==> src/rtl/core/tfnm_pkg.sv <==
package tfnm_pkg;
   localparam int DefBucketBits     = 10;
   localparam int DefOverflowFactor = 5;
   localparam int DefVertexBits     = 20;
   localparam int DefTetBits        = 20;
   localparam int CfgBits           = 4;
   localparam int MinTableBits      = 4;
   localparam int OutTetBits        = 20;

   // face record handed from the front end to the table walker
   typedef struct packed {
      logic [DefTetBits-1:0]    tet;
      logic [1:0]               face;
      logic [DefVertexBits-1:0] v0;
      logic [DefVertexBits-1:0] v1;
      logic [DefVertexBits-1:0] v2;
   } face_type;
endpackage

==> src/rtl/core/tfnm_front.sv <==
module tfnm_front #(
   parameter int TetBits    = tfnm_pkg::DefTetBits,
   parameter int VertexBits = tfnm_pkg::DefVertexBits
) (
   input  logic                  clock,
   input  logic                  reset,
   input  logic                  in_valid,
   output logic                  in_ready,
   input  logic [TetBits-1:0]    in_tet,
   input  logic [VertexBits-1:0] in_va,
   input  logic [VertexBits-1:0] in_vb,
   input  logic [VertexBits-1:0] in_vc,
   input  logic [VertexBits-1:0] in_vd,
   output logic                  fc_valid,
   input  logic                  fc_ready,
   output logic [TetBits-1:0]    fc_tet,
   output logic [1:0]            fc_face,
   output logic [VertexBits-1:0] fc_v0,
   output logic [VertexBits-1:0] fc_v1,
   output logic [VertexBits-1:0] fc_v2
);
   logic                  busy_ff, busy_in;
   logic [1:0]            face_ff, face_in;
   logic [TetBits-1:0]    tet_ff, tet_in;
   logic [VertexBits-1:0] c_ff [4];
   logic [VertexBits-1:0] c_in [4];
   logic [VertexBits-1:0] a, b, c, x0, x1, y1, y2, z0;

   assign in_ready = !busy_ff;
   assign fc_valid = busy_ff;

   always_comb begin
      busy_in = busy_ff;
      face_in = face_ff;
      tet_in  = tet_ff;
      c_in    = c_ff;
      if (in_valid && in_ready) begin
         busy_in = 1'b1;
         face_in = 2'd0;
         tet_in  = in_tet;
         c_in[0] = in_va;
         c_in[1] = in_vb;
         c_in[2] = in_vc;
         c_in[3] = in_vd;
      end else if (busy_ff && fc_ready) begin
         face_in = face_ff + 2'd1;
         if (face_ff == 2'd3) busy_in = 1'b0;
      end
   end

   // pick the three corners opposite the current one, then sort
   always_comb begin
      unique case (face_ff)
         2'd0: begin a = c_ff[1]; b = c_ff[2]; c = c_ff[3]; end
         2'd1: begin a = c_ff[0]; b = c_ff[2]; c = c_ff[3]; end
         2'd2: begin a = c_ff[0]; b = c_ff[1]; c = c_ff[3]; end
         default: begin a = c_ff[0]; b = c_ff[1]; c = c_ff[2]; end
      endcase
      x0 = (a > b) ? b : a;
      x1 = (a > b) ? a : b;
      y1 = (x1 > c) ? c : x1;
      y2 = (x1 > c) ? x1 : c;
      z0 = (x0 > y1) ? y1 : x0;
      fc_v1 = (x0 > y1) ? x0 : y1;
      fc_v0 = z0;
      fc_v2 = y2;
   end
   assign fc_tet  = tet_ff;
   assign fc_face = face_ff;

   always_ff @(posedge clock) begin
      if (reset) begin
         busy_ff <= 1'b0;
         face_ff <= 2'd0;
      end else begin
         busy_ff <= busy_in;
         face_ff <= face_in;
      end
      tet_ff <= tet_in;
      c_ff   <= c_in;
   end
endmodule

==> config.mk <==
export PLATFORM = sky130hd
export DESIGN_NAME = tfnm_front
export DESIGN_NICKNAME = d
export VERILOG_FILES = /design/src/rtl/core/tfnm_pkg.sv /design/src/rtl/core/tfnm_front.sv
export SDC_FILE = /design/constraint.sdc
export NUM_CORES = 1
export LEC_CHECK = 0
export CAP_MARGIN = 25
export CORE_ASPECT_RATIO = 0.8
export CORE_MARGIN = 4
export CORE_UTILIZATION = 38
export CTS_CLUSTER_DIAMETER = 60
export DETAILED_ROUTE_END_ITERATION = 10
export DONT_BUFFER_PORTS = 1
export MAX_ROUTING_LAYER = met4
export SYNTH_ARGS = -nofsm -noshare
export SYNTH_HDL_FRONTEND = slang
export SYNTH_SLANG_ARGS = --single-unit
==> constraint.sdc <==
create_clock -name clock -period 10.66 [get_ports clock]
set_clock_uncertainty 0.15 [all_clocks]
set_input_delay 1.066 -clock clock [delete_from_list [all_inputs] [get_ports clock]]
set_output_delay 1.066 -clock clock [all_outputs]
set_load 0.02 [all_outputs]
==> impl_metrics.env <==
export IMPL_design_area_mm2=0.007711
export IMPL_synth_area_per_cell_um2=11.59
export IMPL_period_minus_slack_ns=10.09
export IMPL_cts_root_buf="clkbuf_16"
export IMPL_fp_dieW_um=159.1
export IMPL_grt_start_max_net_pins=60
export IMPL_cap_violations=0
export IMPL_cpMaxStageDelayCell="dfxtp_1"
export IMPL_die_y_um=128.9
export IMPL_area_growth_pct=11.07
export IMPL_clock_latency_ns=0.36
export IMPL_cts_tree="done"
export IMPL_rows=43
export IMPL_outcome="completed"
export IMPL_clock_sinks=103
export IMPL_ys_ff_latch=103
export IMPL_synth_edf_count=100
export IMPL_post_synth_num_cell_types=48
export IMPL_endpoint_kind="primary output"
export IMPL_synthFlopType="edfxtp_1"
export IMPL_ir_worst_vdd_mv=0.1070
export IMPL_leakage_uw=0.003083
export IMPL_crit_path_max_incr_delay_ns=0.51
export IMPL_drcViolationCount=0
export IMPL_intPower_uw=924.5
export IMPL_initial_core_util_pct=39.34
export IMPL_multi_input_area_mm2=0.003561
export IMPL_syn_nets=765
export IMPL_wl_met3_um=1391
export IMPL_top_layer="met4"
export IMPL_period_share_pct=94.62
export IMPL_antenna_left=0
export IMPL_crit_family="compound AO/OA/AOI/OAI gates"
export IMPL_hpwl_um=14390
export IMPL_dieArea_mm2=0.02051
export IMPL_finalHoldViolCount=0
export IMPL_fin_nets=782
export IMPL_p_sw_uw=682.7
export IMPL_cts_setup_buffers=0
export IMPL_grt_pass1_vias=4762
export IMPL_gp_congestion=0.8422
export IMPL_wirelength_um=18120
export IMPL_p_clk_share_pct=20.3
export IMPL_whs_ns=0.5630
export IMPL_wire_per_inst_um=21.42
export IMPL_setup_violations=0
export IMPL_hold_class="flip-flop to flip-flop"
export IMPL_register_area_mm2=0.003063
export IMPL_comb_power_share_pct=49.4
export IMPL_start_kind="flip-flop"
export IMPL_cts_buffer_depth=2
export IMPL_fill_cells=1656
export IMPL_required_ns=9.44
export IMPL_syn_area_mm2=0.006943
export IMPL_path_depth=33
export IMPL_whs_path_depth=2
export IMPL_track_usage_pct=18.28
export IMPL_final_cell_mix="100 x edfxtp_1, 87 x mux2i_1, 62 x ha_1"
export IMPL_num_antenna_cells=0
export IMPL_slew_viol_final=0
export IMPL_powerDensity_mw_per_mm2=208.4
export IMPL_dpl_instance_area_mm2=0.007403
export IMPL_overflow=0
export IMPL_core_region_area_mm2=0.01765
export IMPL_critical_path_buf_inv_count=6
export IMPL_cts_inserted_buffers=9
export IMPL_portBuffers=0
export IMPL_seqPwrFrac_pct=30.4
export IMPL_clk_transition_reported_paths_ns=0.07
export IMPL_cpMostUsedCell="ha_1"
export IMPL_viasPerCell=5.392
export IMPL_routed_via_count=4562
export IMPL_layout_commonest_cell="edfxtp_1"
export IMPL_synthArstFlopShare_pct=0
export IMPL_slew_headroom_pct=52.42
export IMPL_grt_pass1_wl_um=27810
export IMPL_firstDrtPassIters=5
export IMPL_met2_length_um=8244
export IMPL_drt_met1_wl_um=8250
export IMPL_yosysWarningCount=0
export IMPL_postCtsHoldBufs=0
export IMPL_worst_ep_arrival_time_ns=8.87
export IMPL_io_pins=188
export IMPL_crit_fanout=24
export IMPL_critical_path_class="flip-flop to primary output"
export IMPL_reg2reg_depth=3
export IMPL_netSwitchingFraction_pct=42.48
export IMPL_h_tree_depth=3
export IMPL_rsz0062_at_grt="no"
export IMPL_seq_area_frac_synth_pct=44.12
export IMPL_grt_antenna_before_repair=0
export IMPL_final_util_pct=43.70
export IMPL_p_total_uw=1607
export IMPL_fin_setup_tns_ns=0
export IMPL_drive_gt1_share_pct=16.91
export IMPL_drt_iter0_markers=280
export IMPL_worst_slew_pin_slew_ns=0.7136
export IMPL_syn_inst=599
export IMPL_max_freq_mhz=99.14
-- through the flow --
step | std cells | worst slack (ns)
3_5_place_dp | 830 | 0.6817
6_report | 846 | 0.5732
4_1_cts | 846 | 0.2644
2_1_floorplan | 599 | 1.965
3_3_place_gp | 829 | 0.7413
5_1_grt | 846 | 0.01314
-- power by group through the flow --
stage | clock network, uW | logic (uW) | registers (uW)
6_report | 326 | 793 | 488
5_1_grt | 355 | 862 | 491
4_1_cts | 335 | 803 | 489
3_5_place_dp | 0 | 800 | 497
3_3_place_gp | 0 | 790 | 498
2_1_floorplan | 0 | 578 | 495
-- final cells by class --
| class | count | share of cell area (%) |
|---|---|---|
| clock buffer | 10 | 2.969 |
| clock inverter | 6 | 0.8275 |
| inverter | 50 | 2.434 |
| multi-input combinational | 417 | 46.18 |
| sequential | 103 | 39.72 |
| tap | 225 | 3.651 |
| timing repair buffer | 35 | 4.219 |
-- worst register-to-register path, delay by kind of cell, from the launching register on --
family,cells,cell delay [ns]
and+or+nand+nor,1,0.33
DFF,1,0.46
buffers and inverters,2,0.89
-- repair_timing --
action | CTS | global route
gates resized for setup | 0 | 2
endpoints found under the setup margin | 0 | 39
endpoints found under the hold margin | 0 | 0
-- synthesized netlist by cell type (all sizes together) (4+ instances only) --
library cell	instances	area (um^2)
mux2i	123	1480
edfxtp	100	3003
ha	62	775.7
o21ai	51	255.2
inv	50	187.7
nand2	50	187.7
a21oi	40	230.2
nor2	26	97.59
buf	20	148.9
nand4	13	81.33
clkbuf	9	33.78
a21o	7	52.55
nor2b	7	43.79
mux2	5	56.30
nor3	4	25.02
-- logic make-up after synthesis --
family	Yosys count	synth area share (%)
buf+inv	79	5.334
fa+ha+maj	62	11.17
flops	103	44.12
simple gates	112	7.389
compound gates	112	9.479
xor+xnor	3	0.3785
mux	128	22.13
-- layer usage --
layer / vias up / GRT usage (%)
li1: 2244 / -
met1: 2128 / 23.52
met4: 0 / 3.265
met5: - / -
met2: 173 / 28.69
met3: 17 / 6.180
-- final timing paths --
path / startpoint / to / slack, ns
worst max-delay path: fc_face[1]$_SDFFE_PP0P_ / fc_v1[1] / 0.57
worst min register to register: fc_face[1]$_SDFFE_PP0P_ / fc_face[1]$_SDFFE_PP0P_ / 0.56
worst min-delay path: fc_face[1]$_SDFFE_PP0P_ / fc_face[1]$_SDFFE_PP0P_ / 0.56
worst max register to register: fc_valid$_SDFFE_PP0P_ / c_ff[60]$_DFFE_PP_ / 8.40
-- sequential cells by signal (all words and copies together), names as in the netlist --
name and count:
fc_tet 20, c_ff 80, fc_face 2, fc_valid 1
Power figures use the tool's default switching activity.
