**src/rtl/core/tfnm_queue.sv**
```systemverilog
module tfnm_queue #(
   parameter int Width = 8
) (
   input  logic             clock,
   input  logic             reset,
   input  logic             wr_valid,
   output logic             wr_ready,
   input  logic [Width-1:0] wr_data,
   output logic             rd_valid,
   input  logic             rd_ready,
   output logic [Width-1:0] rd_data
);
   logic [Width-1:0] slot_ff [2];
   logic             wp_ff, rp_ff;
   logic [1:0]       cnt_ff;
   logic             push, pop;

   assign wr_ready = cnt_ff != 2'd2;
   assign rd_valid = cnt_ff != 2'd0;
   assign rd_data  = slot_ff[rp_ff];
   assign push = wr_valid && wr_ready;
   assign pop  = rd_valid && rd_ready;

   always_ff @(posedge clock) begin
      if (reset) begin
         wp_ff <= 1'b0; rp_ff <= 1'b0; cnt_ff <= 2'd0;
      end else begin
         if (push) wp_ff <= !wp_ff;
         if (pop) rp_ff <= !rp_ff;
         cnt_ff <= cnt_ff + {1'b0, push} - {1'b0, pop};
      end
      if (push) slot_ff[wp_ff] <= wr_data;
   end

   assert property (@(posedge clock) disable iff (reset) cnt_ff <= 2'd2)
      else $error("queue count out of range");
   assert property (@(posedge clock) disable iff (reset)
      (cnt_ff == 2'd0) |-> !pop) else $error("pop from empty queue");
   assert property (@(posedge clock) disable iff (reset)
      (push && !pop) |=> cnt_ff == $past(cnt_ff) + 2'd1) else $error("lost push");
endmodule

```
**config.mk**
```make
export PLATFORM = sky130hd
export DESIGN_NAME = tfnm_queue
export DESIGN_NICKNAME = d
export VERILOG_FILES = /design/src/rtl/core/tfnm_queue.sv
export SDC_FILE = /design/constraint.sdc
export NUM_CORES = 1
export LEC_CHECK = 0
export BUFFER_PORTS_ARGS = -buffer_cell sky130_fd_sc_hd__clkbuf_2
export CAP_MARGIN = 25
export CORE_MARGIN = 2
export CORE_UTILIZATION = 30
export CTS_CLUSTER_SIZE = 30
export DETAILED_ROUTE_END_ITERATION = 7
export SLEW_MARGIN = 25
export SYNTH_ARGS = -nofsm -noshare
export SYNTH_HDL_FRONTEND = slang
export SYNTH_SLANG_ARGS = --single-unit
```
**constraint.sdc**
```tcl
create_clock -name clock -period 1.95 [get_ports clock]
set_input_delay 0.0975 -clock clock [delete_from_list [all_inputs] [get_ports clock]]
set_output_delay 0.0975 -clock clock [all_outputs]
set_load 0.005 [all_outputs]
```
==> reports/results.md, run 1 <==
| Parameter | Reported | Unit |
|:---|:---|:---|
| Internal Dissipation | 772.5 | uW |
| Area of the core | 2686 | um2 |
| Switching pwr | 272.6 | uW |
| Antenna fix cells | 0 | - |
| Total die area | 3211 | um2 |
| Worst Hold Class | primary input to flip-flop | - |
| Initial DRC Count | 0 | - |
| Crit-path slowest cell | sky130_fd_sc_hd__dfxtp_1 | - |
| Post-synthesis sequential area ratio | 0.6977 | - |
| Congestion Overflow GR | 0 | - |
| Mean cell area of the mapped netlist | 15.41 | um2 |
| Iteration count of the initial detailed-routing pass | 1 | - |
| Clock-pin slew reported for the worst setup and hold paths after clock tree synthesis | 0.11 | ns |
| Final-report hold violation count | 0 | - |
| Most instantiated flip-flop cell in the synthesis netlist | sky130_fd_sc_hd__edfxtp_1 | - |
| Post-synth top cells | sky130_fd_sc_hd__edfxtp_1 (16), sky130_fd_sc_hd__mux2_2 (8), sky130_fd_sc_hd__dfxtp_1 (5) | - |
| Number of nets still failing antenna checks after routing | 0 | - |
| RSZ-0062 raised after global routing | false | - |
| Combinational share of power | 0.240 | - |
| Worst endpoint required time | 2.14 | ns |
| Port Buf Inserts | 21 | - |
| Placed cells | 105 | - |
| Warnings from Yosys | 0 | - |
| Number of failing setup endpoints in the final timing report | 0 | - |
| Vias in the first global route | 525 | - |
| Global-route wire length before repair | 2214 | um |
| Overall via count from detail_route | 537 | - |
| Number of rows in the core area | 19 | - |
| Max-cap violations | 0 | - |
| Post-Synthesis Cell Area | 832.0 | um2 |
| Critical path, cell by cell | and2b_1 > o21ba_2 > nor2_1 > ha_1 > nor4_1 > nor3_1 | - |
| Via/cell ratio | 4.590 | - |
| H-tree levels | 1 | - |
| Remaining routing DRC violations | 0 | - |
| Non-filler instance count after layout | 117 | - |
| Dominant cell by count in the synthesized netlist | sky130_fd_sc_hd__edfxtp_1 | - |
| Arrival time of data at the critical path endpoint | 1.70 | ns |
| Sum of net half-perimeters after detailed placement | 950.5 | um |
| Run status | finished, final reports clean | - |
| P&R area growth vs syn | 29.62 | % |
| Final cell utilization of the core | 0.4015 | - |
| Synthesized net count | 67 | - |
| Count of pins over their slew limit | 0 | - |
| Number of synthesized register bits | 21 | - |
| Clock latency reported for the late side of the worst-skew pair | 0.29 | ns |
| Layout cell share with drive strength beyond 1 | 0.4186 | - |
| Fraction of registers with async set or reset after synthesis | 0 | - |
| Slowest cell delay on critical path | 0.43 | ns |
| Clock tree from TritonCTS | built | - |
| TritonCTS buffer count | 3 | - |
| Die Height | 56.67 | um |
| Critical path class | flip-flop to flip-flop | - |
| Maximum number of pins on one net before global-route repair | 13 | - |
| Post-CTS setup-driven buffer insertion count | 0 | - |
| Routability Congestion | 0.6251 | - |
| Number of sinks driven by the clock tree | 21 | - |
| Overall fraction of global-route tracks in use | 0.09307 | - |
| Crit path launch type | flip-flop | - |
| Total negative slack | 0 | ns |
| Switch share | 0.2609 | - |
| Distinct cells, synth | 23 | - |
| Layout Skew | 0.003388 | ns |
| Setup crit end kind | flip-flop | - |
| Power density normalized to cell area | 969.0 | nW/um2 |
| Wirelength, routed | 1371 | um |
| Final cycle utilization of the critical path | 0.7723 | - |
| Share of power burned in registers | 0.568 | - |
| EDFF count, synth | 16 | - |
| Nets | 100 | - |
| Die Span X | 56.67 | um |
| Dpl cell area | 970.9 | um2 |
| Post-synth top area share | 0.5774 | - |
| Achievable clock frequency | 664.0 | MHz |
| Ports placed on the boundary | 22 | - |
| Number of filler cells placed in the layout | 268 | - |
| Starting density of the core | 0.3097 | - |
| Post-synthesis cell type with the largest combined area | sky130_fd_sc_hd__edfxtp_1 | - |
| Top delay family on crit path | simple AND/OR/NAND/NOR gates | - |
| Slew at the pin closest to its max-slew limit | 0.3866 | ns |
| Top area cells in the synthesized netlist | sky130_fd_sc_hd__edfxtp_1 (58%), sky130_fd_sc_hd__dfxtp_1 (12%), sky130_fd_sc_hd__mux2_2 (11%) | - |
| Maximum vdd drop | 0.4519 | mV |
| Headroom to the max-slew limit | 0.7423 | - |
| Buffer cell driving the clock tree root | sky130_fd_sc_hd__clkbuf_4 | - |
| CP bufs+invs | 0 | - |
| Post-synthesis instance total | 54 | - |
| Antenna violations before repair | 0 | - |
| Non-Filler Cell Area, Final | 1079 | um2 |
| Detailed-route wire length per cell | 11.72 | um |
| Standby leakage power | 0.4322 | nW |
| Clock buffer depth | 2 | - |
| Largest driver fanout on the critical path | 7 | - |
| Power share of the clock group | 0.192 | - |
| Shortest clock period the worst path allows after layout | 1.506 | ns |
## sequential cells by signal, indices dropped and copies added (netlist names), named ones only
signal / cells
slot_ff: 16
wp_ff: 1
cnt_ff: 2
rp_ff: 1
## placed cells by master, fill, tap and decap left out, types with 2 or more instances in the layout
cell                            instances
sky130_fd_sc_hd__nor2_1                 4
sky130_fd_sc_hd__edfxtp_1              16
sky130_fd_sc_hd__mux2_2                 8
sky130_fd_sc_hd__and3_1                 2
sky130_fd_sc_hd__dlygate4sd3_1          8
sky130_fd_sc_hd__o21ai_0                2
sky130_fd_sc_hd__clkbuf_2              21
sky130_fd_sc_hd__dfxtp_1                5
sky130_fd_sc_hd__clkbuf_4               3
## routing by layer
metal	part of all wire	wire length, um	up-vias	GRT usage
met5	0	0	-	0
met4	0.0088	12	0	0.05102
met3	0.058	79	2	0.02765
met2	0.48	664	15	0.1478
met1	0.45	616	254	0.1123
li1	-	-	266	-
## final timing paths
path	slack (ns)	from	cells past startpoint	endpoint
setup / recovery	0.44	cnt_ff[1]	6	cnt_ff[1]
hold / removal	0.03	reset	2	wp_ff
setup reg to reg	0.44	cnt_ff[1]	6	cnt_ff[1]
hold reg to reg	0.53	rp_ff	2	rp_ff
## stage by stage
stage	setup slack, ns	power [mW]	hold slack (ns)
final	0.4440	1.045	0.02925
after global routing	0.3490	1.122	0.02152
after global placement	0.5779	0.8414	0.2874
after detailed placement	0.4605	0.8481	0.2930
after CTS	0.4475	1.067	0.01498
after floorplan	0.6216	0.7511	0.1666
## power groups by stage
stage	clock network [mW]	registers, mW	logic [mW]
2_1_floorplan	0	0.578	0.173
3_3_place_gp	0	0.601	0.240
3_5_place_dp	0	0.606	0.243
4_1_cts	0.214	0.596	0.257
5_1_grt	0.235	0.602	0.285
6_report	0.201	0.594	0.251
## repair_timing
item                      in CTS  in global routing
resized for setup              0                  0
hold buffers                   8                  0
hold endpoints to repair      16                  0
## cell families (layout without fill, tap and decap cells)
logic type	Yosys count	after routing	share of synthesized area
and+or+nand+nor	15	15	0.1053
xor gates and xnor gates	1	1	0.01053
DFF	21	21	0.6977
buffers and inverters	2	34	0.01052
muxes	8	8	0.1083
adders and majority gates	1	1	0.01504
AOI/OAI and AO/OA	6	6	0.05263
## area by class of cell
cell class	instances	area, um2	area share
clock buffers	3	22.52	0.02088
clock inverters	1	5.005	0.004640
inverters	1	3.754	0.003480
multi-input cells	31	242.7	0.2251
flip-flops and latches	21	580.6	0.5383
well taps	31	38.79	0.03596
repair buffers	29	185.2	0.1717
(Power assumes the default switching activity.)
==> run 2: changes to the inputs <==
==> constraint.sdc (replaced) <==
create_clock -name clock -period 1.5 [get_ports clock]
set_input_delay 0.075 -clock clock [delete_from_list [all_inputs] [get_ports clock]]
set_output_delay 0.075 -clock clock [all_outputs]
set_load 0.005 [all_outputs]
==> run 2 against run 1 <==
Flip-flop and latch count stayed put. Critical path depth stayed put. Clock power is 26% higher. Die area stayed put. Non-clock buffer count stayed put. Via count is 1.9% lower. Sequential power is 31% higher. Maximum frequency is 6.8% higher. Power is 31% higher. First-iteration DRC count is 14 higher. Worst setup slack worse by 0.35 ns. Utilization is 0.42 points higher.
==> reports/results.md, run 2 (same netlist as run 1, synthesis figures left out) <==
| Parameter | Reported | Unit | vs previous |
|:---|:---|:---|:---|
| Run status | finished, final reports clean | - |  |
| Largest register FFs | 16 | - | unchanged |
| Remaining routing DRC violations | 0 | - | unchanged |
| Dpl ws | 0.02841 | ns | -0.4320 ns |
| Layout cell share with drive strength beyond 1 | 0.4535 | - | +0.03488 |
| Standby leakage power | 0.4315 | nW | -0.16% |
| Clock tree from TritonCTS | built | - |  |
| Worst Hold Class | primary input to flip-flop | - |  |
| Clock-pin slew reported for the worst setup and hold paths after clock tree synthesis | 0.11 | ns | about the same |
| Detailed-route wire length per cell | 11.87 | um | +1.3% |
| Die Span X | 56.67 | um | unchanged |
| Largest driver fanout on the critical path | 7 | - | unchanged |
| Hold path startpoint | reset | - |  |
| Slowest cell delay on critical path | 0.39 | ns | -0.04 ns |
| Final cell utilization of the core | 0.4057 | - | +0.004192 |
| Hold path cells | 2 | - | unchanged |
| Setup slack of the most critical reg-to-reg path | 0.09 | ns | -0.35 ns |
| Sum of net half-perimeters after detailed placement | 966.6 | um | +1.7% |
| Number of failing setup endpoints in the final timing report | 0 | - | unchanged |
| Slew at the pin closest to its max-slew limit | 0.4718 | ns | +0.08517 ns |
| Register ranked first by flip-flop count | slot_ff | - |  |
| Vias in the first global route | 538 | - | +2.5% |
| TritonCTS buffer count | 3 | - | unchanged |
| Count of pins over their slew limit | 0 | - | unchanged |
| Slack of the critical path | 0.09009 | ns | -0.3539 ns |
| Clock latency reported for the late side of the worst-skew pair | 0.28 | ns | about the same |
| Iteration count of the initial detailed-routing pass | 4 | - | +3 |
| Port Buf Inserts | 21 | - | unchanged |
| Maximum vdd drop | 0.5259 | mV | +16% |
| Power density normalized to cell area | 1257 | nW/um2 | +30% |
| Ports placed on the boundary | 22 | - | unchanged |
| Number of rows in the core area | 19 | - | unchanged |
| Shortest clock period the worst path allows after layout | 1.410 | ns | -0.09611 ns |
| Clock buffer depth | 2 | - | unchanged |
| Top delay family on crit path | simple AND/OR/NAND/NOR gates | - |  |
| H-tree levels | 1 | - | unchanged |
| Arrival time of data at the critical path endpoint | 1.59 | ns | -0.11 ns |
| Worst r2r path cells | 6 | - | unchanged |
| Max-cap violations | 0 | - | unchanged |
| Antenna violations before repair | 0 | - | unchanged |
| Global-route wire length before repair | 2263 | um | +2.2% |
| Routability Congestion | 0.6511 | - | +4.2% |
| Worst Hold Endpoint | wp_ff | - |  |
| Number of nets still failing antenna checks after routing | 0 | - | unchanged |
| Initial DRC Count | 14 | - | +14 |
| Maximum number of pins on one net before global-route repair | 12 | - | -1 |
| Achievable clock frequency | 709.3 | MHz | +6.8% |
| Critical path class | flip-flop to flip-flop | - |  |
| Buffer cell driving the clock tree root | sky130_fd_sc_hd__clkbuf_4 | - |  |
| End of the worst register-to-register path | cnt_ff[1] | - |  |
| Crit-path slowest cell | sky130_fd_sc_hd__dfxtp_4 | - |  |
| Total die area | 3211 | um2 | unchanged |
| FF-to-FF Start | cnt_ff[1] | - |  |
| P&R area growth vs syn | 30.98 | % |  |
| Antenna fix cells | 0 | - | unchanged |
| Overall via count from detail_route | 527 | - | -1.9% |
| Final-report hold violation count | 0 | - | unchanged |
| Commonest cells after routing, fill and taps aside | sky130_fd_sc_hd__clkbuf_2 (21), sky130_fd_sc_hd__edfxtp_1 (16), sky130_fd_sc_hd__mux2_2 (8), sky130_fd_sc_hd__dlygate4sd3_1 (8), sky130_fd_sc_hd__nor2_1 (4) | - |  |
| Most common cell after layout, fill and taps aside | sky130_fd_sc_hd__clkbuf_2 | - |  |
| Headroom to the max-slew limit | 0.6812 | - | -0.06107 |
| Placed cells | 105 | - | unchanged |
| Worst endpoint required time | 1.68 | ns | -0.46 ns |
| Worst hold margin | 0.01706 | ns | -0.01219 ns |
| Starting density of the core | 0.3097 | - | unchanged |
| Die Height | 56.67 | um | unchanged |
| Wirelength, routed | 1389 | um | +1.3% |
| Nets | 100 | - | unchanged |
| Non-filler instance count after layout | 117 | - | unchanged |
| Critical path, cell by cell | and2b_2 > o21ba_2 > nor2_1 > ha_1 > nor4_2 > nor3_1 | - |  |
| Area of the core | 2686 | um2 | unchanged |
| CP bufs+invs | 0 | - | unchanged |
| Number of sinks driven by the clock tree | 21 | - | unchanged |
| Final cycle utilization of the critical path | 0.9399 | - | +0.1676 |
| Post-CTS setup-driven buffer insertion count | 0 | - | unchanged |
| Setup crit end kind | flip-flop | - |  |
| Congestion Overflow GR | 0 | - | unchanged |
| Overall fraction of global-route tracks in use | 0.09258 | - | -0.0004847 |
| Layout Skew | 0.001091 | ns | -0.002298 ns |
| Crit path launch type | flip-flop | - |  |
| Via/cell ratio | 4.504 | - | -1.9% |
| Largest registers ranked by flip-flop count | slot_ff: 16 flops, cnt_ff: 2 flops | - |  |
run 2: cell count changes in the layout (fill, tap and decap cells not counted), sizes merged:
cell and change:
clkbuf +1, clkinv -1
run 2: how the worst max path moves through the flow:
stage	startpoint	end	slack, ns	cells after the start
global route	cnt_ff[1]	cnt_ff[1]	-0.0003	6
detailed placement	cnt_ff[1]	cnt_ff[1]	0.03	6
floorplan	cnt_ff[1]	cnt_ff[1]	0.17	6
CTS	cnt_ff[1]	cnt_ff[1]	0.01	6
finish	cnt_ff[1]	cnt_ff[1]	0.09	6
global placement	cnt_ff[0]	slot_ff[1][6]	0.13	2
run 2: cell type report:
| type | instances | area [um2] |
|---|---|---|
| clock buffer | 4 | 26.28 |
| tap | 31 | 38.79 |
| multi-input combinational | 31 | 250.2 |
| fill | 266 | 1597 |
| timing repair buffer | 29 | 185.2 |
| sequential | 21 | 585.6 |
| inverter | 1 | 3.754 |
run 2: stage by stage:
stage | area [um2] | setup TNS (ns) | power [mW]
2_1_floorplan | 832.0 | 0 | 0.9765
3_3_place_gp | 970.9 | 0 | 1.093
4_1_cts | 1077 | 0 | 1.379
5_1_grt | 1090 | -0.0003292 | 1.464
6_report | 1090 | 0 | 1.370
3_5_place_dp | 970.9 | 0 | 1.105
run 2: worst register-to-register path, stage by stage, from the launching register on:
cell and delay [ns]:
sky130_fd_sc_hd__dfxtp_4 0.39, sky130_fd_sc_hd__and2b_2 0.18, sky130_fd_sc_hd__o21ba_2 0.14, sky130_fd_sc_hd__nor2_1 0.04, sky130_fd_sc_hd__ha_1 0.20, sky130_fd_sc_hd__nor4_2 0.28, sky130_fd_sc_hd__nor3_1 0.08
run 2: where the power goes:
group	switching, mW	leakage, nW	internal (mW)	total [mW]
Clock	0.150	0.0150	0.103	0.253
Combinational	0.138	0.225	0.202	0.340
Sequential	0.0607	0.192	0.715	0.776
Total	0.349	0.432	1.02	1.37
run 2: timing repair:
action                     CTS  global route
hold buffers                 8             0
hold endpoints to repair    16             0
resized for setup            0             5
setup endpoints to repair    0             7
run 2: metal layers:
metal | routed length [um] | part of all wire | GRT usage
met5 | 0 | 0 | 0
met4 | 13 | 0.0094 | 0.03061
met3 | 91 | 0.066 | 0.03226
met2 | 652 | 0.47 | 0.1462
met1 | 631 | 0.45 | 0.1182
==> run 3: changes to the inputs <==
--- a/config.mk
+++ b/config.mk
@@ -11,6 +11,8 @@
 export CORE_UTILIZATION = 30
 export CTS_CLUSTER_SIZE = 30
 export DETAILED_ROUTE_END_ITERATION = 7
+export HOLD_SLACK_MARGIN = 0.05
+export PLACE_DENSITY_LB_ADDON = 0.2
 export SLEW_MARGIN = 25
 export SYNTH_ARGS = -nofsm -noshare
 export SYNTH_HDL_FRONTEND = slang
==> run 3 against run 2 <==
Worst setup slack better by 0.0014 ns. Clock power is essentially flat. Cell area grew 2.3%. Wire length decreased by 4.8%. Global-route usage shrank 0.10 points. Clock-buffer cell count did not move.
==> reports/results.md, run 3 (same netlist as run 1, synthesis figures left out) <==
| Parameter | Reported | Unit | vs previous |
|:---|:---|:---|:---|
| Slowest cell delay on critical path | 0.39 | ns | about the same |
| Total die area | 3211 | um2 | unchanged |
| Global-route wire length before repair | 2256 | um | -0.31% |
| Clock-pin slew reported for the worst setup and hold paths after clock tree synthesis | 0.11 | ns | about the same |
| Die Height | 56.67 | um | unchanged |
| Final cycle utilization of the critical path | 0.9390 | - | about the same |
| TritonCTS buffer count | 3 | - | unchanged |
| Non-Filler Cell Area, Final | 1115 | um2 | +2.3% |
| Clock latency reported for the late side of the worst-skew pair | 0.29 | ns | about the same |
| Clock tree from TritonCTS | built | - |  |
| Clock buffer depth | 2 | - | unchanged |
| Setup crit end kind | flip-flop | - |  |
| Wirelength, routed | 1323 | um | -4.8% |
| Iteration count of the initial detailed-routing pass | 4 | - | unchanged |
| Critical path, cell by cell | and2b_1 > o21ba_2 > nor2_1 > ha_1 > nor4_2 > nor3_1 | - |  |
| Overall via count from detail_route | 545 | - | +3.4% |
| Shortest clock period the worst path allows after layout | 1.409 | ns | -0.001365 ns |
| Die Span X | 56.67 | um | unchanged |
| Area of the core | 2686 | um2 | unchanged |
| Run status | finished, final reports clean | - |  |
| Worst endpoint required time | 1.68 | ns | about the same |
| P&R area growth vs syn | 33.99 | % |  |
| Slew at the pin closest to its max-slew limit | 0.4485 | ns | -0.02326 ns |
| Largest driver fanout on the critical path | 7 | - | unchanged |
| Max-cap violations | 0 | - | unchanged |
| Initial DRC Count | 12 | - | -2 |
| Final-report hold violation count | 0 | - | unchanged |
| Antenna violations before repair | 0 | - | unchanged |
| Arrival time of data at the critical path endpoint | 1.59 | ns | about the same |
| Layout cell share with drive strength beyond 1 | 0.4318 | - | -0.02167 |
| Commonest cells after routing, fill and taps aside | sky130_fd_sc_hd__clkbuf_2 (21), sky130_fd_sc_hd__edfxtp_1 (16), sky130_fd_sc_hd__dlygate4sd3_1 (9) | - |  |
| Post-CTS setup-driven buffer insertion count | 0 | - | unchanged |
| Headroom to the max-slew limit | 0.6969 | - | +0.01572 |
| Via/cell ratio | 4.580 | - | +1.7% |
| Overall fraction of global-route tracks in use | 0.09157 | - | -0.001014 |
| Maximum vdd drop | 0.5617 | mV | +6.8% |
| Dpl cell area | 991.0 | um2 | +2.1% |
| Worst Hold Class | primary input to flip-flop | - |  |
| Crit-path slowest cell | sky130_fd_sc_hd__dfxtp_2 | - |  |
| Starting density of the core | 0.3097 | - | unchanged |
| Antenna fix cells | 0 | - | unchanged |
| Detailed-route wire length per cell | 11.12 | um | -6.4% |
| Vias in the first global route | 520 | - | -3.3% |
| Achievable clock frequency | 710.0 | MHz | about the same |
| RSZ-0062 raised after global routing | false | - |  |
| Ports placed on the boundary | 22 | - | unchanged |
| Total negative slack | 0 | ns | unchanged |
| Register ranked first by flip-flop count | slot_ff | - |  |
| Congestion Overflow GR | 0 | - | unchanged |
| Number of failing setup endpoints in the final timing report | 0 | - | unchanged |
| CP bufs+invs | 0 | - | unchanged |
| Maximum number of pins on one net before global-route repair | 12 | - | unchanged |
| Slack of the critical path | 0.09146 | ns | +0.001365 ns |
| Dpl ws | 0.05416 | ns | +0.02576 ns |
| Sum of net half-perimeters after detailed placement | 948.6 | um | -1.9% |
| Layout Skew | 0.003571 | ns | +0.002481 ns |
| H-tree levels | 1 | - | unchanged |
| Number of rows in the core area | 19 | - | unchanged |
| Standby leakage power | 0.4439 | nW | +2.9% |
| Top delay family on crit path | simple AND/OR/NAND/NOR gates | - |  |
| Number of sinks driven by the clock tree | 21 | - | unchanged |
| Critical path class | flip-flop to flip-flop | - |  |
| Routability Congestion | 0.6436 | - | -1.2% |
| Crit path launch type | flip-flop | - |  |
| Largest registers ranked by flip-flop count | slot_ff: 16 flops, cnt_ff: 2 flops | - |  |
| Most common cell after layout, fill and taps aside | sky130_fd_sc_hd__clkbuf_2 | - |  |
| Nets | 102 | - | +2.0% |
| Buffer cell driving the clock tree root | sky130_fd_sc_hd__clkbuf_4 | - |  |
| Number of nets still failing antenna checks after routing | 0 | - | unchanged |
| Largest register FFs | 16 | - | unchanged |
| Power density normalized to cell area | 1233 | nW/um2 | -1.9% |
| Port Buf Inserts | 21 | - | unchanged |
| Count of pins over their slew limit | 0 | - | unchanged |
| Remaining routing DRC violations | 0 | - | unchanged |
run 3: changes by cell type in the layout (fill, tap and decap cells not counted), sizes merged:
cell,before,now
buf,0,1
dlygate4sd3,8,9
run 3: per-stage QoR:
step           power, mW  std cells  utilization  hold slack [ns]
6_report           1.374        119       0.4150           0.1508
5_1_grt            1.469        119       0.4150           0.1775
4_1_cts            1.391        119       0.4122           0.1366
3_5_place_dp       1.109        106       0.3689           0.2706
3_3_place_gp       1.109        106       0.3689           0.2649
2_1_floorplan     0.9765         54            -           0.1441
run 3: cell type report:
cell class                      instances  area (um2)
Tap cell                               31       38.79
Fill cell                             268        1572
Clock buffer                            4       26.28
Multi-Input combinational cell         31       249.0
Inverter                                1       3.754
Sequential cell                        21       581.8
Timing Repair Buffer                   31       215.2
run 3: worst reg2reg max path, stage by stage, from the launching register on:
cell and delay [ns]:
sky130_fd_sc_hd__dfxtp_2 0.39, sky130_fd_sc_hd__and2b_1 0.18, sky130_fd_sc_hd__o21ba_2 0.15, sky130_fd_sc_hd__nor2_1 0.04, sky130_fd_sc_hd__ha_1 0.20, sky130_fd_sc_hd__nor4_2 0.28
sky130_fd_sc_hd__nor3_1 0.08
run 3: power by group:
group | leakage, nW | internal, mW | switching [mW] | total, mW
clock | 0.0150 | 0.103 | 0.153 | 0.256
combinational | 0.238 | 0.211 | 0.137 | 0.348
sequential | 0.191 | 0.712 | 0.0583 | 0.770
total | 0.444 | 1.03 | 0.348 | 1.37
run 3: final timing paths:
check / start / endpoint / slack (ns) / cells after the start
setup reg to reg: cnt_ff[1] / cnt_ff[1] / 0.09 / 6
setup / recovery: cnt_ff[1] / cnt_ff[1] / 0.09 / 6
hold reg to reg: rp_ff / rp_ff / 0.52 / 2
hold / removal: wr_valid / wp_ff / 0.15 / 3
run 3: routing by layer:
| metal | up-vias | GRT usage | share of wire |
|---|---|---|---|
| li1 | 272 | - | - |
| met1 | 255 | 0.1180 | 0.46 |
| met2 | 16 | 0.1445 | 0.46 |
| met3 | 2 | 0.02995 | 0.067 |
| met4 | 0 | 0.03061 | 0.013 |
| met5 | - | 0 | 0 |
run 3: timing repair:
action	4_1_cts	5_1_grt
endpoints found under the hold margin	21	0
hold buffers	9	0
setup endpoints to repair	0	1
gates resized for setup	0	2
